==> config.mk <==
export PLATFORM = sky130hd
export DESIGN_NAME = dd_odo_smul
export DESIGN_NICKNAME = d
export VERILOG_FILES = /design/src/hw/rtl/dd_odo_pkg.sv /design/src/hw/rtl/dd_odo_smul.sv
export SDC_FILE = /design/constraint.sdc
export NUM_CORES = 1
export LEC_CHECK = 0
export ABC_CLOCK_PERIOD_IN_PS = 3180
export BUFFER_PORTS_ARGS = -buffer_cell sky130_fd_sc_hd__buf_2
export CAP_MARGIN = 20
export CORE_UTILIZATION = 54
export DETAILED_ROUTE_END_ITERATION = 10
export GPL_TIMING_DRIVEN = 0
export PLACE_DENSITY = 0.83
export REMOVE_ABC_BUFFERS = 1
export SETUP_SLACK_MARGIN = 0.2
export SLEW_MARGIN = 5
export SYNTH_ARGS = -nofsm -noshare
export SYNTH_HDL_FRONTEND = slang
export SYNTH_SLANG_ARGS = --single-unit
==> constraint.sdc <==
create_clock -name clk -period 3.18 [get_ports clk]
set_input_delay 0.159 -clock clk [delete_from_list [all_inputs] [get_ports clk]]
set_output_delay 0.159 -clock clk [all_outputs]
set_load 0.005 [all_outputs]
==> src/hw/rtl/dd_odo_pkg.sv <==
package dd_odo_pkg;

  localparam int CORDIC_STEPS_DEF = 24;
  localparam int FRAC_BITS_DEF    = 16;

  localparam int COUNT_W   = 32;
  localparam int POS_W     = 48;
  localparam int ANGLE_W   = 32;
  localparam int CFG_W     = 32;
  localparam int CFG_ADDR_W = 3;
  localparam int ATAN_IDX_W = 5;

  localparam logic [CFG_W-1:0] DPC_RESET = 32'd65536;
  localparam logic [CFG_W-1:0] HPC_RESET = 32'd0;

  // CORDIC start value 0.607252935 in Q30
  localparam longint GAIN_Q30 = 64'sd652032875;

  // Register index, taken from paddr[2]
  localparam logic REG_DPC = 1'b0;
  localparam logic REG_HPC = 1'b1;

  // atan(2^-i) in binary angle units, 2^32 a full turn
  function automatic logic [30:0] atan_entry(input logic [ATAN_IDX_W-1:0] idx);
    logic [30:0] v;
    case (idx)
      5'd0:  v = 31'd536870912;
      5'd1:  v = 31'd316933406;
      5'd2:  v = 31'd167458907;
      5'd3:  v = 31'd85004756;
      5'd4:  v = 31'd42667331;
      5'd5:  v = 31'd21354465;
      5'd6:  v = 31'd10679838;
      5'd7:  v = 31'd5340245;
      5'd8:  v = 31'd2670163;
      5'd9:  v = 31'd1335087;
      5'd10: v = 31'd667544;
      5'd11: v = 31'd333772;
      5'd12: v = 31'd166886;
      5'd13: v = 31'd83443;
      5'd14: v = 31'd41722;
      5'd15: v = 31'd20861;
      5'd16: v = 31'd10430;
      5'd17: v = 31'd5215;
      5'd18: v = 31'd2608;
      5'd19: v = 31'd1304;
      5'd20: v = 31'd652;
      5'd21: v = 31'd326;
      5'd22: v = 31'd163;
      5'd23: v = 31'd81;
      5'd24: v = 31'd41;
      5'd25: v = 31'd20;
      5'd26: v = 31'd10;
      5'd27: v = 31'd5;
      5'd28: v = 31'd3;
      5'd29: v = 31'd1;
      5'd30: v = 31'd1;
      default: v = 31'd0;
    endcase
    return v;
  endfunction

endpackage

==> src/hw/rtl/dd_odo_smul.sv <==
module dd_odo_smul import dd_odo_pkg::*; #(
  parameter int AW = 32,
  parameter int BW = 33
) (
  input  logic            clk,
  input  logic            rst,
  input  logic            start,
  input  logic [AW-1:0]   a,
  input  logic [BW-1:0]   b,
  output logic            busy,
  output logic [AW+BW-1:0] p
);

  localparam int CW = $clog2(BW + 1);

  logic [AW-1:0]    a_r;
  logic [AW+BW-1:0] prod;
  logic [AW:0]      sum;
  logic [CW-1:0]    cnt;

  // One multiplier bit per cycle, least significant first; the low part of
  // the product shifts in behind the multiplier bits.
  always_comb begin
    sum = {1'b0, prod[AW+BW-1:BW]} + (prod[0] ? {1'b0, a_r} : {(AW+1){1'b0}});
  end

  always_ff @(posedge clk) begin
    if (rst) begin
      busy <= 1'b0;
      cnt  <= '0;
    end else if (start) begin
      busy <= 1'b1;
      cnt  <= '0;
    end else if (busy) begin
      cnt <= cnt + 1'b1;
      if (cnt == CW'(BW - 1)) begin
        busy <= 1'b0;
      end
    end
  end

  always_ff @(posedge clk) begin
    if (start) begin
      a_r  <= a;
      prod <= {{AW{1'b0}}, b};
    end else if (busy) begin
      prod <= {sum, prod[BW-1:1]};
    end
  end

  assign p = prod;

endmodule

==> impl_metrics.sql, run 1 <==
INSERT INTO impl_metrics (metric_group, metric, value, unit) VALUES
('clock_network', 'root_buffer', 'clkbuf_8', ''),
('power', 'design_power_total', '3.17', 'mW'),
('final_layout', 'post_route_cells_drive_above_1_share', '0.317', ''),
('logic_synthesis', 'largest_family_of_logic_cells_by_synthesized_area', 'compound AO/OA/AOI/OAI gates', ''),
('power', 'p_per_area', '441', 'nW/µm²'),
('logic_synthesis', 'syn-instance-count', '531', ''),
('worst_setup_path', 'critical_path.endpoint_type', 'flop', ''),
('sta', 'timing.final.max_slew_violations', '0', ''),
('sta', 'period_share', '0.905', ''),
('sta', 'rsz0062_at_grt', 'true', ''),
('routing', 'detail_route.vias_per_cell', '5.60', ''),
('grt', 'wire_length_of_the_first_global_routing_pass', '22.1', 'mm'),
('floorplan', 'initial_utilization', '0.556', ''),
('floorplan', 'floorplan.rows', '37', ''),
('logic_synthesis', 'async_reset_ff_frac', '0', ''),
('hold_path', 'worst_hold_startpoint', 'b[11]', ''),
('placed_design', 'dp_cells', '777', ''),
('hold_path', 'timing.hold.worst_path_depth', '2', ''),
('placed_design', 'hpwlAfterDp', '9.42', 'mm'),
('logic_synthesis', 'portion_of_the_post_synthesis_area_used_by_sequential_elements', '0.476', ''),
('worst_setup_path', 'critical_path.n_buffers_inverters', '1', ''),
('grt', 'gr-total-overflow', '0', ''),
('sta', 'finalSetupTns', '0', 'ns'),
('sta', 'tightest_slew', '0.847', 'ns'),
('routing', 'number_of_design_rule_violations_left_after_detail_routing', '0', ''),
('worst_setup_path', 'worstPathMaxFanout', '4', ''),
('power', 'p_leak', '3.01', 'nW'),
('final_layout', 'final-instance-count-excl-fill', '836', ''),
('logic_synthesis', 'yosys_register_bits', '104', ''),
('worst_setup_path', 'critical-path-top-delay-family', 'compound AO/OA/AOI/OAI gates', ''),
('grt', 'largest_net_degree_at_the_start_of_global_routing', '63', ''),
('logic_synthesis', 'post_synth_adder_cell_area', '0.0776', ''),
('run', 'cap_violations', '0', ''),
('logic_synthesis', 'edff_count_synth', '65', ''),
('worst_setup_path', 'critical_path.reg2reg.startpoint', 'p[0]', ''),
('routing', 'drt-pass1-iter-count', '4', ''),
('sta', 'worst_slew_margin_rel', '0.435', ''),
('grt', 'antenna_found_initial', '0', ''),
('logic_synthesis', 'post_synth_mux_area_share', '0.0821', ''),
('clock_network', 'clock_tree_from_tritoncts', 'built', ''),
('final_layout', 'antenna_diode_count', '0', ''),
('final_layout', 'utilization_after_layout', '0.696', ''),
('worst_setup_path', 'slowest_stage', 'edfxtp_1', ''),
('worst_setup_path', 'crit_path_max_incr_delay', '0.41', 'ns'),
('worst_setup_path', 'critPathArrivalTime', '3.18', 'ns'),
('routing', 'drtIter0Drc', '218', ''),
('floorplan', 'die-height', '105', 'µm'),
('final_layout', 'syn2layout_area_growth', '25.1', '%'),
('routing', 'routed-via-count', '4682', ''),
('logic_synthesis', 'yosys.area_share.xor_xnor', '0.0458', ''),
('clock_network', 'clock_tree.htree_level_count', '3', ''),
('power', 'vdd_ir_drop_max', '0.000459', 'V'),
('worst_setup_path', 'cp.required', '3.48', 'ns'),
('final_layout', 'layout.cells.most_common', 'buf_2', ''),
('logic_synthesis', 'yosys_warnings', '0', ''),
('clock_network', 'max-clock-path-buffers', '2', ''),
('sta', 'fin_worst_skew', '0.0187', 'ns'),
('floorplan', 'core-area', '10300', 'µm²'),
('sta', 'final-hold-violation-count', '0', ''),
('status', 'run_status', 'finished, final reports clean', ''),
('routing', 'routedWlPerCell', '16.3', 'µm'),
('placed_design', 'gp_routability_congestion', '0.948', ''),
('clock_network', 'worst_skew_pair.late_latency', '0.40', 'ns'),
('routing', 'detail_route.wirelength', '13.6', 'mm'),
('clock_network', 'cts_made_buffers', '9', ''),
('floorplan', 'pin_count', '134', ''),
('logic_synthesis', 'synth_area_per_cell', '10.8', 'µm²'),
('logic_synthesis', 'post_synthesis_cell_type_with_the_largest_combined_area', 'edfxtp_1', ''),
('worst_setup_path', 'setup.worst_path.start', 'p[0]', ''),
('logic_synthesis', 'synth_area_leaders', 'edfxtp_1 34%, dfxtp_1 14%, ha_1 7.4%', ''),
('worst_setup_path', 'r2r.worst_path.cells', '11', '');
==> logic make-up after synthesis <==
group | Yosys count
AOI/OAI and AO/OA | 131
adders and majority gates | 35
xor gates and xnor gates | 30
and+or+nand+nor | 151
buffers and inverters | 37
DFF | 104
muxes | 43
==> final timing paths <==
path / endpoint / slack [ns]
worst max-delay path: p[60] / 0.30
worst max register to register: p[60] / 0.30
worst min-delay path: p[11] / 0.06
worst min register to register: p[50] / 0.48
==> worst reg2reg max path, stage by stage (launching register included) <==
cell      delay (ns)
edfxtp_1        0.41
buf_4           0.16
and2_1          0.13
ha_2            0.19
fa_2            0.36
a21o_2          0.25
a221oi_4        0.31
o21bai_4        0.13
nand4_1         0.17
nand3_2         0.16
o22a_1          0.23
a311oi_1        0.28
==> per-layer routing <==
metal	GRT usage	wire length, µm
met5	0	0
met4	0.0915	330
met3	0.0805	914
met2	0.438	6720
met1	0.299	5630
==> sequential cells by signal, summed over array words and instances (netlist names) <==
register and flops:
p 65, a_r 32, cnt 6, busy 1
==> timing repair <==
| item | 4_1_cts | 5_1_grt |
|---|---|---|
| pin swaps | 1 | 9 |
| setup buffers | 4 | 6 |
| resized for setup | 5 | 12 |
| hold buffers | 33 | 0 |
| setup endpoints to repair | 23 | 17 |
| hold endpoints to repair | 33 | 0 |
==> metrics by stage <==
| stage | hold slack (ns) | setup slack (ns) | cell area [µm²] |
|---|---|---|---|
| 6_report | 0.0561 | 0.302 | 7190 |
| 5_1_grt | 0.0397 | 0.175 | 7190 |
| 4_1_cts | 0.0342 | 0.182 | 7100 |
| 3_5_place_dp | 0.332 | -0.363 | 6530 |
| 3_3_place_gp | 0.329 | -0.677 | 6440 |
| 2_1_floorplan | 0.231 | 0.270 | 5600 |
==> Yosys cell counts (all sizes together) (3+ instances only) <==
master  number
edfxtp      65
nand2       41
dfxtp       39
a21oi       36
nor2        36
ha          34
o21ai       34
and2        33
mux2        33
clkbuf      18
xnor2       18
xor2        12
a21o        11
inv         11
mux2i       10
nand3       10
nand4        9
buf          8
o211ai       8
a211oi       7
o21bai       7
nor3         5
o21a         5
a21boi       3
a221oi       3
a311oi       3
==> where the power goes <==
| group | total [mW] | internal, mW | switching, mW |
|---|---|---|---|
| combinational | 0.750 | 0.361 | 0.389 |
| clock | 0.787 | 0.296 | 0.491 |
| sequential | 1.63 | 1.56 | 0.0687 |
| total | 3.17 | 2.22 | 0.949 |
==> area by class of cell <==
class,instances,area (µm²)
Fill cell,742,3140
Clock buffer,10,128
Sequential cell,104,2730
Clock inverter,6,51.3
Multi-Input combinational cell,390,2890
Tap cell,136,170
Inverter,11,41.3
Timing Repair Buffer,179,1180
Note: power is estimated with default switching activity, not from simulation.
==> run 2, diff against run 1 <==
--- a/config.mk
+++ b/config.mk
@@ -5,13 +5,13 @@
 export SDC_FILE = /design/constraint.sdc
 export NUM_CORES = 1
 export LEC_CHECK = 0
-export ABC_CLOCK_PERIOD_IN_PS = 3180
+export ABC_CLOCK_PERIOD_IN_PS = 2320
 export BUFFER_PORTS_ARGS = -buffer_cell sky130_fd_sc_hd__buf_2
 export CAP_MARGIN = 20
-export CORE_UTILIZATION = 54
+export CORE_UTILIZATION = 34
 export DETAILED_ROUTE_END_ITERATION = 10
 export GPL_TIMING_DRIVEN = 0
-export PLACE_DENSITY = 0.83
+export PLACE_DENSITY = 0.6
 export REMOVE_ABC_BUFFERS = 1
 export SETUP_SLACK_MARGIN = 0.2
 export SLEW_MARGIN = 5
==> constraint.sdc (replaced) <==
create_clock -name clk -period 2.32 [get_ports clk]
set_input_delay 0.116 -clock clk [delete_from_list [all_inputs] [get_ports clk]]
set_output_delay 0.116 -clock clk [all_outputs]
set_load 0.005 [all_outputs]
==> run 2 against run 1 <==
The flow now finishes with violations (negative setup slack). Flip-flop and latch count unchanged. Critical path depth decreased by 1. Largest cell class unchanged. Clock skew decreased by 0.0020 ns. Highest routed layer unchanged. Largest power group unchanged. Global-route usage is 8.8 points lower. Die area rose by 58%. Clock power rose by 110%.
==> impl_metrics.sql, run 2 (same netlist as run 1, synthesis figures left out) <==
INSERT INTO impl_metrics (metric_group, metric, value, unit) VALUES
('worst_setup_path', 'reg2reg_setup_slack', '-0.48', 'ns'),
('sta', 'setup_violations', '25', ''),
('routing', 'drtIter0Drc', '280', ''),
('final_layout', 'postLayoutCellArea', '7980', 'µm²'),
('final_layout', 'layout.nets', '815', ''),
('power', 'design_power_total', '5.07', 'mW'),
('placed_design', 'gp_routability_congestion', '0.846', ''),
('power', 'vdd_ir_drop_max', '0.000414', 'V'),
('hold_path', 'timing.hold.worst_path_depth', '2', ''),
('placed_design', 'placement.cell_area', '6620', 'µm²'),
('worst_setup_path', 'regToRegEndpoint', 'p[64]', ''),
('worst_setup_path', 'critPathArrivalTime', '3.05', 'ns'),
('clock_network', 'clock_tree.htree_level_count', '3', ''),
('clock_network', 'clock_tree_from_tritoncts', 'built', ''),
('run', 'cap_violations', '0', ''),
('final_layout', 'final-instance-count-excl-fill', '937', ''),
('routing', 'detail_route.vias_per_cell', '5.04', ''),
('sta', 'final-hold-violation-count', '0', ''),
('final_layout', 'post_route_cells_drive_above_1_share', '0.400', ''),
('final_layout', 'regArea', '2730', 'µm²'),
('clock_network', 'clock_pin_slew_worst_setup_and_hold_paths', '0.08', 'ns'),
('routing', 'antenna_left', '0', ''),
('grt', 'grt_pass1_vias', '4889', ''),
('grt', 'track_usage', '0.167', ''),
('worst_setup_path', 'critical_path.endpoint_type', 'flop', ''),
('final_layout', 'layout.cells.most_common', 'buf_2', ''),
('floorplan', 'fp.dieW', '132', 'µm'),
('routing', 'number_of_design_rule_violations_left_after_detail_routing', '0', ''),
('grt', 'wire_length_of_the_first_global_routing_pass', '23.4', 'mm'),
('sta', 'rsz0062_at_grt', 'true', ''),
('power', 'p_per_area', '634', 'nW/µm²'),
('routing', 'routedWlPerCell', '15.3', 'µm'),
('floorplan', 'core-area', '16500', 'µm²'),
('floorplan', 'floorplan.rows', '47', ''),
('sta', 'fin_worst_skew', '0.0168', 'ns'),
('grt', 'gr-total-overflow', '0', ''),
('clock_network', 'root_buffer', 'clkbuf_16', ''),
('sta', 'tightest_slew', '0.739', 'ns'),
('sta', 'max_freq', '0.357', 'GHz'),
('routing', 'detail_route.wirelength', '14.4', 'mm'),
('hold_path', 'whs_endpoint', 'p[19]', ''),
('sta', 'period_share', '1.21', ''),
('final_layout', 'multi_input_area', '3280', 'µm²'),
('floorplan', 'pin_count', '134', ''),
('final_layout', 'syn2layout_area_growth', '39.0', '%'),
('final_layout', 'mostFrequentLayoutCells', '132 x buf_2, 65 x edfxtp_1, 39 x nand2_1, 39 x dfxtp_1, 34 x nor2_1', ''),
('hold_path', 'min_delay_worst_type', 'input pin to flop', ''),
('floorplan', 'dieArea', '17400', 'µm²'),
('sta', 'timing.final.max_slew_violations', '0', ''),
('routing', 'drt-pass1-iter-count', '4', ''),
('placed_design', 'dp_cells', '861', ''),
('floorplan', 'initial_utilization', '0.348', ''),
('final_layout', 'antenna_diode_count', '0', ''),
('clock_network', 'cts_num_sinks', '104', ''),
('worst_setup_path', 'worstPathMaxFanout', '3', ''),
('worst_setup_path', 'startpoint_type', 'flop', ''),
('floorplan', 'die-height', '132', 'µm'),
('clock_network', 'cts_made_buffers', '9', ''),
('worst_setup_path', 'critical_path.reg2reg.startpoint', 'p[0]', ''),
('grt', 'largest_net_degree_at_the_start_of_global_routing', '70', ''),
('routing', 'routed-via-count', '4719', ''),
('final_layout', 'utilization_after_layout', '0.483', ''),
('sta', 'period_minus_slack', '2.80', 'ns'),
('placed_design', 'port-buffer-count', '133', ''),
('status', 'violations_in_the_final_reports', 'negative setup slack', ''),
('clock_network', 'worst_skew_pair.late_latency', '0.36', 'ns'),
('grt', 'antenna_found_initial', '0', ''),
('status', 'run_status', 'finished, violations left', ''),
('hold_path', 'worst_hold_startpoint', 'b[19]', ''),
('placed_design', 'hpwlAfterDp', '9.53', 'mm'),
('worst_setup_path', 'timing.setup.critical_path_class', 'flop to flop', ''),
('final_layout', 'fillerInstances', '1506', ''),
('clock_network', 'max-clock-path-buffers', '2', ''),
('sta', 'worst_slew_margin_rel', '0.506', ''),
('sta', 'final_critical_path_setup_slack', '-0.479', 'ns'),
('final_layout', 'number_of_flip_flops_in_the_largest_register', '65', ''),
('worst_setup_path', 'cp.required', '2.57', 'ns'),
('worst_setup_path', 'r2r.worst_path.cells', '10', ''),
('power', 'p_leak', '3.18', 'nW');
run 2: routing by layer:
layer	wire length, µm	up-vias	track usage
met4	245	0	0.0652
met1	6180	2242	0.194
met5	0	-	0
met3	885	20	0.0496
met2	7060	142	0.289
li1	-	2315	-
run 2: area by class of cell:
cell class / instances / share of cell area
tap: 220 / 0.0345
clock buffer: 9 / 0.0282
sequential: 104 / 0.342
timing repair buffer: 196 / 0.167
clock inverter: 7 / 0.0119
inverter: 11 / 0.00564
multi-input combinational: 390 / 0.411
run 2: how the worst max path moves through the flow:
stage,cells past startpoint,startpoint,end
floorplan,10,p[0],p[62]
global placement,3,start,p[13]
detailed placement,10,p[0],p[58]
CTS,10,p[0],p[62]
global route,10,p[0],p[62]
finish,10,p[0],p[64]
run 2: report_power, final:
part | switching (mW) | internal (mW)
registers | 0.105 | 2.14
logic | 0.583 | 0.607
clock network | 0.754 | 0.872
total | 1.44 | 3.62
run 2: per-stage QoR:
| stage | setup WS, ns | setup TNS, ns | hold slack [ns] |
|---|---|---|---|
| finish | -0.479 | -8.30 | 0.0505 |
| floorplan | -0.590 | -13.36 | 0.188 |
| CTS | -0.437 | -8.00 | 0.0380 |
| detailed placement | -1.32 | -40.03 | 0.294 |
| global placement | -1.65 | -80.18 | 0.287 |
| global route | -0.558 | -11.28 | 0.0444 |
run 2: repair_timing:
item / CTS / global route
setup endpoints to repair: 65 / 62
pin swaps: 25 / 22
setup buffers: 17 / 10
hold endpoints to repair: 33 / 0
hold buffers: 33 / 0
resized for setup: 62 / 38
run 2: worst max-delay path: stages, from the launching register on:
cell	delay (ns)
edfxtp_1	0.48
and2_4	0.19
ha_4	0.16
fa_2	0.36
a21o_4	0.23
a221oi_4	0.29
o21bai_4	0.15
nand4_1	0.19
nand3_2	0.17
o22a_1	0.24
a31o_2	0.21
==> run 3, diff against run 2 <==
--- a/config.mk
+++ b/config.mk
@@ -8,10 +8,10 @@
 export ABC_CLOCK_PERIOD_IN_PS = 2320
 export BUFFER_PORTS_ARGS = -buffer_cell sky130_fd_sc_hd__buf_2
 export CAP_MARGIN = 20
-export CORE_UTILIZATION = 34
+export CORE_UTILIZATION = 45
 export DETAILED_ROUTE_END_ITERATION = 10
 export GPL_TIMING_DRIVEN = 0
-export PLACE_DENSITY = 0.6
+export PLACE_DENSITY = 0.74
 export REMOVE_ABC_BUFFERS = 1
 export SETUP_SLACK_MARGIN = 0.2
 export SLEW_MARGIN = 5
==> run 3 against run 2 <==
The flow still finishes with violations (negative setup slack). Critical path depth increased by 1. Global-route usage increased by 5.6 points. Combinational power barely moved. Routed wire length up 2.4%. First-iteration DRC count down 15%. Via count increased by 2.5%. Sequential power is essentially flat. Non-clock buffer count shrank 2. Total power shrank 1.6%.
==> impl_metrics.sql, run 3 (same netlist as run 1, synthesis figures left out) <==
INSERT INTO impl_metrics (metric_group, metric, value, unit) VALUES
('status', 'run_status', 'finished, violations left', ''),
('status', 'violations_in_the_final_reports', 'negative setup slack', ''),
('grt', 'gr-total-overflow', '0', ''),
('routing', 'detail_route.vias_per_cell', '5.48', ''),
('final_layout', 'mostFrequentLayoutCells', '132 x buf_2, 65 x edfxtp_1, 39 x dfxtp_1', ''),
('grt', 'grt_pass1_vias', '4857', ''),
('final_layout', 'layout.nets', '813', ''),
('worst_setup_path', 'critPathArrivalTime', '3.08', 'ns'),
('sta', 'period_share', '1.21', ''),
('clock_network', 'clock_tree.htree_level_count', '3', ''),
('routing', 'drt-pass1-iter-count', '5', ''),
('grt', 'wire_length_of_the_first_global_routing_pass', '22.9', 'mm'),
('floorplan', 'fp.dieW', '115', 'µm'),
('clock_network', 'cts_made_buffers', '9', ''),
('final_layout', 'number_of_flip_flops_in_the_largest_register', '65', ''),
('routing', 'number_of_design_rule_violations_left_after_detail_routing', '0', ''),
('worst_setup_path', 'cp.required', '2.60', 'ns'),
('power', 'vdd_ir_drop_max', '0.000544', 'V'),
('run', 'cap_violations', '0', ''),
('worst_setup_path', 'slowest_stage', 'edfxtp_1', ''),
('clock_network', 'max-clock-path-buffers', '2', ''),
('worst_setup_path', 'timing.setup.critical_path_class', 'flop to flop', ''),
('clock_network', 'cts_num_sinks', '104', ''),
('clock_network', 'worst_skew_pair.late_latency', '0.36', 'ns'),
('grt', 'track_usage', '0.223', ''),
('routing', 'routedWlPerCell', '16.7', 'µm'),
('sta', 'fin_worst_skew', '0.0103', 'ns'),
('floorplan', 'floorplan.rows', '40', ''),
('grt', 'antenna_found_initial', '0', ''),
('placed_design', 'hpwlAfterDp', '9.35', 'mm'),
('worst_setup_path', 'critical_path.n_buffers_inverters', '2', ''),
('floorplan', 'die-height', '115', 'µm'),
('placed_design', 'gp_routability_congestion', '0.890', ''),
('sta', 'setup_violations', '26', ''),
('final_layout', 'post_route_cells_drive_above_1_share', '0.393', ''),
('worst_setup_path', 'startpoint_type', 'flop', ''),
('clock_network', 'root_buffer', 'clkbuf_16', ''),
('placed_design', 'port-buffer-count', '133', ''),
('worst_setup_path', 'critical_path.endpoint_type', 'flop', ''),
('sta', 'final-hold-violation-count', '0', ''),
('final_layout', 'final-instance-count-excl-fill', '883', ''),
('sta', 'period_minus_slack', '2.80', 'ns'),
('sta', 'rsz0062_at_grt', 'true', ''),
('final_layout', 'antenna_diode_count', '0', ''),
('clock_network', 'clock_pin_slew_worst_setup_and_hold_paths', '0.07', 'ns'),
('sta', 'max_freq', '0.357', 'GHz'),
('worst_setup_path', 'crit_path_max_incr_delay', '0.45', 'ns'),
('final_layout', 'fillerInstances', '958', ''),
('power', 'p_per_area', '637', 'nW/µm²'),
('final_layout', 'layout.cells.most_common', 'buf_2', ''),
('floorplan', 'pin_count', '134', ''),
('floorplan', 'dieArea', '13200', 'µm²'),
('worst_setup_path', 'critPathMostFrequentCell', 'o211ai_1', ''),
('worst_setup_path', 'critical-path-top-delay-family', 'compound AO/OA/AOI/OAI gates', ''),
('final_layout', 'postLayoutCellArea', '7830', 'µm²'),
('floorplan', 'core-area', '12200', 'µm²'),
('sta', 'final_critical_path_setup_slack', '-0.477', 'ns'),
('sta', 'worst_slew_margin_rel', '0.483', ''),
('routing', 'routed-via-count', '4838', ''),
('clock_network', 'clock_tree_from_tritoncts', 'built', ''),
('placed_design', 'dp_cells', '809', ''),
('floorplan', 'initial_utilization', '0.470', ''),
('routing', 'detail_route.wirelength', '14.7', 'mm'),
('sta', 'timing.final.max_slew_violations', '0', ''),
('power', 'p_leak', '3.13', 'nW'),
('routing', 'drtIter0Drc', '239', ''),
('worst_setup_path', 'critical_path.cell_chain', 'buf_6 > and2_1 > ha_2 > o21ai_0 > nor2_1 > o211ai_1 > buf_4 > o2bb2ai_4 > o31a_1 > or4_1 > o211ai_1', ''),
('final_layout', 'syn2layout_area_growth', '36.3', '%'),
('routing', 'antenna_left', '0', ''),
('hold_path', 'min_delay_worst_type', 'input pin to flop', ''),
('power', 'design_power_total', '4.99', 'mW'),
('worst_setup_path', 'worstPathMaxFanout', '11', ''),
('placed_design', 'placement.cell_area', '6550', 'µm²'),
('grt', 'largest_net_degree_at_the_start_of_global_routing', '69', ''),
('sta', 'tightest_slew', '0.774', 'ns');
[run 3: changes by cell type in the layout (fill, tap and decap cells not counted), moves of 2 or more]
cell / delta
xnor2_2: -4
a21oi_2: +2
a21oi_1: -3
xnor2_1: +4
inv_8: -2
o21ai_1: -3
buf_6: -11
buf_4: +9
clkinvlp_4: +2
o21ai_0: +3
[run 3: final timing paths]
path / from / to / slack (ns) / cells after the start
worst max-delay path: p[0] / p[61] / -0.48 / 11
worst min register to register: p[62] / p[62] / 0.48 / 2
worst min-delay path: b[16] / p[16] / 0.05 / 2
worst max register to register: p[0] / p[61] / -0.48 / 11
[run 3: repair_timing]
| action | in CTS | in global routing |
|---|---|---|
| hold endpoints to repair | 33 | 0 |
| gates resized for setup | 51 | 37 |
| pin swaps | 18 | 11 |
| setup endpoints to repair | 65 | 62 |
| buffers inserted | 16 | 9 |
| hold buffers | 33 | 0 |
[run 3: per-layer routing]
| metal | share of wire | global-route usage | wire length [µm] |
|---|---|---|---|
| met1 | 0.41 | 0.258 | 6030 |
| met2 | 0.51 | 0.391 | 7470 |
| met3 | 0.057 | 0.0590 | 846 |
| met4 | 0.025 | 0.0909 | 374 |
| met5 | 0 | 0 | 0 |
[run 3: worst register-to-register path, stage by stage (launching register included)]
cell	delay, ns
edfxtp_1	0.45
buf_6	0.18
and2_1	0.14
ha_2	0.40
o21ai_0	0.11
nor2_1	0.16
o211ai_1	0.12
buf_4	0.17
o2bb2ai_4	0.13
o31a_1	0.31
or4_1	0.43
o211ai_1	0.11
[run 3: through the flow]
| stage | hold slack [ns] | utilization | setup slack, ns | TNS [ns] |
|---|---|---|---|---|
| floorplan | 0.188 | - | -0.590 | -13.36 |
| detailed placement | 0.292 | 0.537 | -1.23 | -35.45 |
| CTS | 0.0406 | 0.621 | -0.436 | -6.95 |
| finish | 0.0522 | 0.641 | -0.477 | -7.32 |
| global placement | 0.285 | 0.530 | -1.53 | -73.75 |
| global route | 0.0445 | 0.641 | -0.596 | -10.35 |
[run 3: cell type report]
type	count	area, µm²	share of cell area
clock buffer	10	229	0.0293
clock inverter	6	67.6	0.00863
multi-input combinational	390	3260	0.417
sequential	104	2730	0.349
inverter	11	45.0	0.00576
tap	168	210	0.0269
timing repair buffer	194	1280	0.163
[run 3: power by group]
group	switching, mW	internal, mW
sequential	0.110	2.15
clock	0.714	0.844
combinational	0.583	0.590
